--- src/hdl/lcsp_pkg.sv ---
// ----------------------------------------------------------------------------
// lcsp_pkg
// Types and constants shared by the command sequence player modules.
// ----------------------------------------------------------------------------
package lcsp_pkg;

  localparam int unsigned ByteW  = 8;
  localparam int unsigned TicksW = 16;
  localparam int unsigned AddrW  = 3;
  localparam int unsigned DataW  = 32;

  localparam logic [0:0] RegTicksPerUnit = 1'b0;
  localparam logic [TicksW-1:0] TicksReset = 16'd1;

  localparam logic OpByte = 1'b0;
  localparam logic OpTick = 1'b1;

  typedef enum logic [2:0] {
    PH_FIRST_CMD = 3'd0,
    PH_ARGC      = 3'd1,
    PH_ARGS      = 3'd2,
    PH_DELAY     = 3'd3,
    PH_WAIT      = 3'd4,
    PH_NEXT      = 3'd5
  } lcsp_phase_t;

  typedef struct packed {
    logic             operation;
    logic [ByteW-1:0] table_byte;
  } lcsp_item_t;

  typedef struct packed {
    logic             serial_valid;
    logic [ByteW-1:0] serial_byte;
    logic             dc_line;
    logic             cs_line;
    logic             waiting;
    logic             sequence_done;
    logic             byte_dropped;
  } lcsp_result_t;

  typedef struct packed {
    logic item_valid;
    logic advance;
  } lcsp_ctrl_t;

endpackage

--- src/hdl/lcsp_in_reg.sv ---
// ----------------------------------------------------------------------------
// lcsp_in_reg
// Input register stage; holds one word until the core can take it.
// ----------------------------------------------------------------------------
module lcsp_in_reg (
  input  logic                clk,
  input  logic                rst_n,
  input  logic                in_valid,
  output logic                in_stall,
  input  lcsp_pkg::lcsp_item_t in_item,
  input  logic                advance,
  output lcsp_pkg::lcsp_ctrl_t ctrl,
  output lcsp_pkg::lcsp_item_t item
);
  import lcsp_pkg::*;

  logic       valid_r;
  logic       valid_nxt;
  lcsp_item_t item_r;
  logic       load;

  assign in_stall = valid_r && !advance;
  assign load     = in_valid && !in_stall;

  always_comb begin
    valid_nxt = valid_r;
    if (load) begin
      valid_nxt = 1'b1;
    end else if (advance) begin
      valid_nxt = 1'b0;
    end
  end

  always_ff @(posedge clk) begin
    if (!rst_n) begin
      valid_r <= 1'b0;
    end else begin
      valid_r <= valid_nxt;
    end
  end

  always_ff @(posedge clk) begin
    if (load) begin
      item_r <= in_item;
    end
  end

  assign ctrl.item_valid = valid_r;
  assign ctrl.advance    = advance;
  assign item            = item_r;

endmodule

--- src/hdl/lcsp_core.sv ---
// ----------------------------------------------------------------------------
// lcsp_core
// Sequence state machine, delay prescaler and the result register.
// ----------------------------------------------------------------------------
module lcsp_core (
  input  logic                        clk,
  input  logic                        rst_n,
  input  lcsp_pkg::lcsp_ctrl_t        ctrl,
  input  lcsp_pkg::lcsp_item_t        item,
  input  logic [lcsp_pkg::TicksW-1:0] ticks_per_unit,
  input  logic                        out_stall,
  output logic                        out_valid,
  output logic                        advance,
  output lcsp_pkg::lcsp_result_t      result
);
  import lcsp_pkg::*;

  lcsp_phase_t       phase_r, phase_nxt;
  logic [ByteW-1:0]  args_left_r, args_left_nxt;
  logic [ByteW-1:0]  delay_left_r, delay_left_nxt;
  logic [TicksW-1:0] prescale_r, prescale_nxt;
  logic              cs_r, cs_nxt;
  logic              dc_r, dc_nxt;
  logic              out_valid_r, out_valid_nxt;
  lcsp_result_t      result_r, result_nxt;

  logic [TicksW-1:0] limit;
  logic [TicksW-1:0] prescale_inc;
  logic [ByteW-1:0]  args_dec;
  logic [ByteW-1:0]  delay_dec;
  logic              take;

  assign advance = !out_valid_r || !out_stall;
  assign take    = ctrl.item_valid && ctrl.advance;

  assign limit        = (ticks_per_unit == '0) ? TicksW'(1) : ticks_per_unit;
  assign prescale_inc = prescale_r + TicksW'(1);
  assign args_dec     = args_left_r - ByteW'(1);
  assign delay_dec    = delay_left_r - ByteW'(1);

  always_comb begin
    phase_nxt      = phase_r;
    args_left_nxt  = args_left_r;
    delay_left_nxt = delay_left_r;
    prescale_nxt   = prescale_r;
    cs_nxt         = cs_r;
    dc_nxt         = dc_r;
    result_nxt     = '0;

    if (item.operation == OpTick) begin
      if (phase_r == PH_WAIT) begin
        prescale_nxt = prescale_inc;
        if (prescale_inc >= limit) begin
          prescale_nxt   = '0;
          delay_left_nxt = delay_dec;
          if (delay_dec == '0) begin
            cs_nxt    = 1'b1;
            phase_nxt = PH_NEXT;
          end
        end
      end
    end else begin
      unique case (phase_r) inside
        PH_NEXT, PH_FIRST_CMD: begin
          if (phase_r == PH_NEXT && item.table_byte == '0) begin
            result_nxt.sequence_done = 1'b1;
            phase_nxt                = PH_FIRST_CMD;
          end else begin
            dc_nxt                  = 1'b0;
            cs_nxt                  = 1'b0;
            result_nxt.serial_valid = 1'b1;
            result_nxt.serial_byte  = item.table_byte;
            phase_nxt               = PH_ARGC;
          end
        end
        PH_ARGC: begin
          args_left_nxt = item.table_byte;
          if (item.table_byte != '0) begin
            dc_nxt    = 1'b1;
            phase_nxt = PH_ARGS;
          end else begin
            phase_nxt = PH_DELAY;
          end
        end
        PH_ARGS: begin
          result_nxt.serial_valid = 1'b1;
          result_nxt.serial_byte  = item.table_byte;
          args_left_nxt           = args_dec;
          if (args_dec == '0) begin
            phase_nxt = PH_DELAY;
          end
        end
        PH_DELAY: begin
          if (item.table_byte != '0) begin
            delay_left_nxt = item.table_byte;
            prescale_nxt   = '0;
            phase_nxt      = PH_WAIT;
          end else begin
            cs_nxt    = 1'b1;
            phase_nxt = PH_NEXT;
          end
        end
        PH_WAIT: begin
          result_nxt.byte_dropped = 1'b1;
        end
        default: begin
          phase_nxt = PH_FIRST_CMD;
        end
      endcase
    end

    result_nxt.dc_line = dc_nxt;
    result_nxt.cs_line = cs_nxt;
    result_nxt.waiting = (phase_nxt == PH_WAIT);
  end

  always_comb begin
    out_valid_nxt = out_valid_r;
    if (take) begin
      out_valid_nxt = 1'b1;
    end else if (advance) begin
      out_valid_nxt = 1'b0;
    end
  end

  always_ff @(posedge clk) begin
    if (!rst_n) begin
      phase_r      <= PH_FIRST_CMD;
      args_left_r  <= '0;
      delay_left_r <= '0;
      prescale_r   <= '0;
      cs_r         <= 1'b1;
      dc_r         <= 1'b1;
      out_valid_r  <= 1'b0;
    end else begin
      out_valid_r <= out_valid_nxt;
      if (take) begin
        phase_r      <= phase_nxt;
        args_left_r  <= args_left_nxt;
        delay_left_r <= delay_left_nxt;
        prescale_r   <= prescale_nxt;
        cs_r         <= cs_nxt;
        dc_r         <= dc_nxt;
      end
    end
  end

  always_ff @(posedge clk) begin
    if (take) begin
      result_r <= result_nxt;
    end
  end

  assign out_valid = out_valid_r;
  assign result    = result_r;

endmodule

--- src/hdl/lcd_command_sequence_player_top.sv ---
// ----------------------------------------------------------------------------
// lcd_command_sequence_player_top
// Plays a display command table one byte per word and drives the serial
// byte, data/command and chip select levels, with table delays timed by ticks.
// ----------------------------------------------------------------------------
// Every input word, table byte or tick, gives exactly one result word. A word
// passes through an input register and the state machine into the result
// register, where its result word is held, and a new word is accepted every
// cycle while the result side is not stalled. The delay prescaler limit is
// set through the register at byte address 0 (zero acts as one) and should be
// written only while no words are in flight.
module lcd_command_sequence_player_top (
  input  logic                        clk,
  input  logic                        rst_n,
  input  logic                        in_valid,
  output logic                        in_stall,
  input  logic                        in_operation,
  input  logic [7:0]                  in_table_byte,
  output logic                        out_valid,
  input  logic                        out_stall,
  output logic                        out_serial_valid,
  output logic [7:0]                  out_serial_byte,
  output logic                        out_dc_line,
  output logic                        out_cs_line,
  output logic                        out_waiting,
  output logic                        out_sequence_done,
  output logic                        out_byte_dropped,
  input  logic                        psel,
  input  logic                        penable,
  input  logic                        pwrite,
  input  logic [lcsp_pkg::AddrW-1:0]  paddr,
  input  logic [lcsp_pkg::DataW-1:0]  pwdata,
  output logic [lcsp_pkg::DataW-1:0]  prdata,
  output logic                        pready
);
  import lcsp_pkg::*;

  logic [TicksW-1:0] ticks_r;
  logic              reg_hit;
  logic              advance;
  lcsp_item_t        in_item;
  lcsp_item_t        item;
  lcsp_ctrl_t        ctrl;
  lcsp_result_t      result;

  assign pready  = 1'b1;
  assign reg_hit = (paddr[AddrW-1:2] == RegTicksPerUnit);

  always_ff @(posedge clk) begin
    if (!rst_n) begin
      ticks_r <= TicksReset;
    end else if (psel && penable && pwrite && reg_hit) begin
      ticks_r <= pwdata[TicksW-1:0];
    end
  end

  assign prdata = reg_hit ? {{(DataW-TicksW){1'b0}}, ticks_r} : '0;

  assign in_item.operation  = in_operation;
  assign in_item.table_byte = in_table_byte;

  lcsp_in_reg u_in_reg (
    .clk      (clk),
    .rst_n    (rst_n),
    .in_valid (in_valid),
    .in_stall (in_stall),
    .in_item  (in_item),
    .advance  (advance),
    .ctrl     (ctrl),
    .item     (item)
  );

  lcsp_core u_core (
    .clk            (clk),
    .rst_n          (rst_n),
    .ctrl           (ctrl),
    .item           (item),
    .ticks_per_unit (ticks_r),
    .out_stall      (out_stall),
    .out_valid      (out_valid),
    .advance        (advance),
    .result         (result)
  );

  assign out_serial_valid  = result.serial_valid;
  assign out_serial_byte   = result.serial_byte;
  assign out_dc_line       = result.dc_line;
  assign out_cs_line       = result.cs_line;
  assign out_waiting       = result.waiting;
  assign out_sequence_done = result.sequence_done;
  assign out_byte_dropped  = result.byte_dropped;

endmodule
--- config.mk ---
export PLATFORM = sky130hd
export DESIGN_NAME = lcd_command_sequence_player_top
export DESIGN_NICKNAME = d
export VERILOG_FILES = /design/src/hdl/lcsp_pkg.sv /design/src/hdl/lcsp_in_reg.sv /design/src/hdl/lcsp_core.sv /design/src/hdl/lcd_command_sequence_player_top.sv
export SDC_FILE = /design/constraint.sdc
export NUM_CORES = 1
export LEC_CHECK = 0
export BUFFER_PORTS_ARGS = -buffer_cell sky130_fd_sc_hd__buf_4
export CAP_MARGIN = 0
export CORE_UTILIZATION = 50
export DETAILED_ROUTE_END_ITERATION = 12
export PLACE_DENSITY = 0.74
export SLEW_MARGIN = 20
export SYNTH_ARGS = -nofsm -noshare
export SYNTH_HDL_FRONTEND = slang
export SYNTH_SLANG_ARGS = --single-unit
--- constraint.sdc ---
create_clock -name clk -period 4.6 [get_ports clk]
set_input_delay 0.23 -clock clk [delete_from_list [all_inputs] [get_ports clk]]
set_output_delay 0.23 -clock clk [all_outputs]
set_load 0.05 [all_outputs]
==> impl_metrics.json <==
{
  "outcome": "finished, final reports clean",
  "p_comb_share_pct": 12.3,
  "report.power.total_mw": 1.512,
  "portBuffers": 64,
  "fillCellCount": 784,
  "grt_use_total_pct": 22.15,
  "insertion_delay_ns": 0.37,
  "dieArea_sq_um": 9490,
  "gp_congestion": 0.9456,
  "power.switching_mw": 0.4182,
  "ys_top_cells_by_area": "dfxtp_1 (24%), edfxtp_1 (15%), nand2_1 (5.9%), ha_1 (5.8%), nor2_1 (4.9%)",
  "synth_edf_count": 23,
  "cp.required_ns": 4.71,
  "p_clk_share_pct": 38.3,
  "reg2regPathDepth": 12,
  "grt_first_pass_wirelength_um": 16880,
  "ir_drop_mv": 0.1802,
  "fin_ws_ns": 0.8679,
  "slowest_delay_ns": 0.57,
  "syn2layout_area_growth_pct": 14.07,
  "netlist.area_leader.share_pct": 24.19,
  "maxCapViolCount": 0,
  "drc_errors": 0,
  "r2r_setup_slack_ns": 0.87,
  "fmax_mhz": 267.9,
  "drive_above_1_share_pct": 16.78,
  "path_max_fanout": 6,
  "via_per_inst": 5.532,
  "place_inst": 664,
  "worst_pin_slew_ns": 0.8414,
  "end_kind": "register",
  "dpl_worst_slack_ns": 0.9645,
  "syn_inst": 516,
  "ys_types": 71,
  "critPathLaunchType": "register",
  "synth_area_sq_um": 4552,
  "leakagePower_nw": 2.061,
  "cts_tree": "built",
  "yosys_register_bits": 78,
  "slew_headroom_pct": 43.39,
  "rsz0062_at_grt": "no",
  "detail-route-antenna-nets": 0,
  "num_antenna_cells": 0,
  "regArea_sq_um": 1792,
  "seq_area_frac_synth_pct": 39.36,
  "synthFlopType": "dfxtp_1",
  "drt_iter0_markers": 209,
  "first_pass_iters": 5,
  "crit_top_cell": "ha_1",
  "cts_resized": 0,
  "cts_buffers": 9,
  "grt_max_degree": 45,
  "powerDensity_nw_per_um2": 291.1,
  "gr-total-overflow": 0,
  "whs_path_depth": 1,
  "crit_chain": "ha_1, nand3_1, nor3_1, and3_1, xor2_1, ha_1, o21ai_0, a21oi_1, a221o_1, a21o_2, a211oi_1, nor2_1",
  "hold_viol": 0,
  "multi_input_area_sq_um": 2477,
  "clk_pin_slew_worst_paths_ns": 0.08,
  "core_area_sq_um": 8763,
  "routed_wl_um": 10280,
  "post-cts-setup-buffers": 0,
  "finalCriticalPeriod_ns": 3.732,
  "num_io_pins": 100,
  "root_buffer": "clkbuf_8",
  "cp_data_arrival_time_ns": 3.84,
  "cts_max_path_buffers": 2,
  "layout.nets": 639,
  "ys_warn_count": 0,
  "crit_path_top_delay_cell": "nor3_1",
  "hold_path.class": "primary input to register",
  "wl_per_cell_um": 15.12,
  "crit_start": "u_core.prescale_r[0]",
  "ys_async_sr_fraction_pct": 0,
  "die_h_um": 97.42,
  "cts_htree_levels": 3,
  "synth_top_area_cell": "dfxtp_1",
  "rows": 34,
  "fin_tns_setup_ns": 0,
  "die_w_um": 97.42,
  "clkSinkCount": 78,
  "seqPwrFrac_pct": 49.4,
  "finClkSkew_ns": 0.01813,
  "grt_pass1_vias": 3412,
  "synthTopCellsByCount": "nand2_1 (71), nor2_1 (60), dfxtp_1 (55)",
  "post-dp-hpwl_um": 7342,
  "syn_avg_cell_area_sq_um": 8.821,
  "r2r-start": "u_core.prescale_r[0]",
  "period_share_pct": 81.13,
  "dr_total_vias": 3762,
  "hold_start": "in_operation",
  "yosysMostFrequentCell": "nand2_1",
  "regToRegEndpoint": "u_core.result[3]",
  "internal_power_mw": 1.093,
  "path_class": "register to register",
  "switching_share_pct": 27.66,
  "fin_util_pct": 59.25,
  "initial_core_util_pct": 51.94,
  "grt_antenna_before_repair": 0,
  "cts_hold_buffers": 0,
  "whs_endpoint": "u_in_reg.item[8]",
  "fin_cells": 680,
  "setup_viol": 0,
  "finalMaxSlewViolations": 0
}
## how the worst max path moves through the flow
stage / to / slack (ns) / cells after the start
after floorplan: u_core.result[3] / 1.48 / 12
after global placement: u_core.result[3] / 1.01 / 12
after detailed placement: u_core.result[3] / 0.96 / 12
after CTS: u_core.result[3] / 0.93 / 12
after global routing: u_core.result[3] / 0.58 / 12
final: u_core.result[3] / 0.87 / 12
## metal layers
layer	vias up	GRT usage, %	wire length [um]
met4	0	7.692	198
met3	19	4.029	584
met1	1747	31.65	4803
li1	1860	-	-
met5	-	0	0
met2	136	33.57	4696
## per-stage QoR
step / instance area [sq um] / hold WS, ns
6_report: 5192 / 0.03978
5_1_grt: 5192 / 0.03159
4_1_cts: 5192 / 0.04228
3_5_place_dp: 4971 / 0.4095
3_3_place_gp: 4971 / 0.4083
2_1_floorplan: 4608 / 0.3289
## layout by cell type, fill, tap and decap left out, types with 10 or more instances in the layout
cell type / instances
nand2_1: 71
buf_4: 64
nor2_1: 60
dfxtp_1: 55
inv_1: 23
edfxtp_1: 23
ha_1: 21
xor2_1: 20
conb_1: 17
and2_1: 15
xnor2_1: 15
nand3_1: 15
a21oi_1: 14
and3_1: 11
o21ai_0: 10
## flip-flops by register name, indices dropped and copies added (netlist names)
register	flops
u_core.out_valid	1
u_core.phase_r	3
u_core.dc_r	1
u_in_reg.item	9
u_core.prescale_r	16
u_core.args_left_r	8
u_core.delay_left_r	8
u_core.cs_r	1
ticks_r	16
u_core.result	14
u_in_reg.valid_r	1
## power by group through the flow
stage	registers [mW]	logic [mW]	clock network, mW
floorplan	0.775	0.127	0
global placement	0.761	0.181	0
detailed placement	0.763	0.184	0
CTS	0.747	0.185	0.582
global route	0.749	0.198	0.612
finish	0.747	0.185	0.579
## critical path, delay by kind of cell (launching register included)
family / cells / cell delay, ns
AO/OA/AOI/OAI: 5 / 1.17
XOR/XNOR: 1 / 0.20
adder cells (fa/ha/maj): 2 / 0.52
flip-flops: 1 / 0.44
AND/OR/NAND/NOR: 4 / 1.15
## area by class of cell
| cell class | count | area share (%) |
|---|---|---|
| Tap cell | 108 | 2.602 |
| Sequential cell | 78 | 34.51 |
| Multi-Input combinational cell | 391 | 47.71 |
| Clock inverter | 7 | 1.880 |
| Inverter | 23 | 1.663 |
| Clock buffer | 9 | 2.386 |
| Timing Repair Buffer | 64 | 9.253 |
## kinds of logic after synthesis
logic type	synth area share, %
AO/OA/AOI/OAI	16.00
XOR/XNOR	6.735
adder cells (fa/ha/maj)	5.772
buffers and inverters	7.449
flip-flops	39.36
multiplexers	0.8796
other	0.1650
AND/OR/NAND/NOR	23.64
Power figures use the tool's default switching activity.
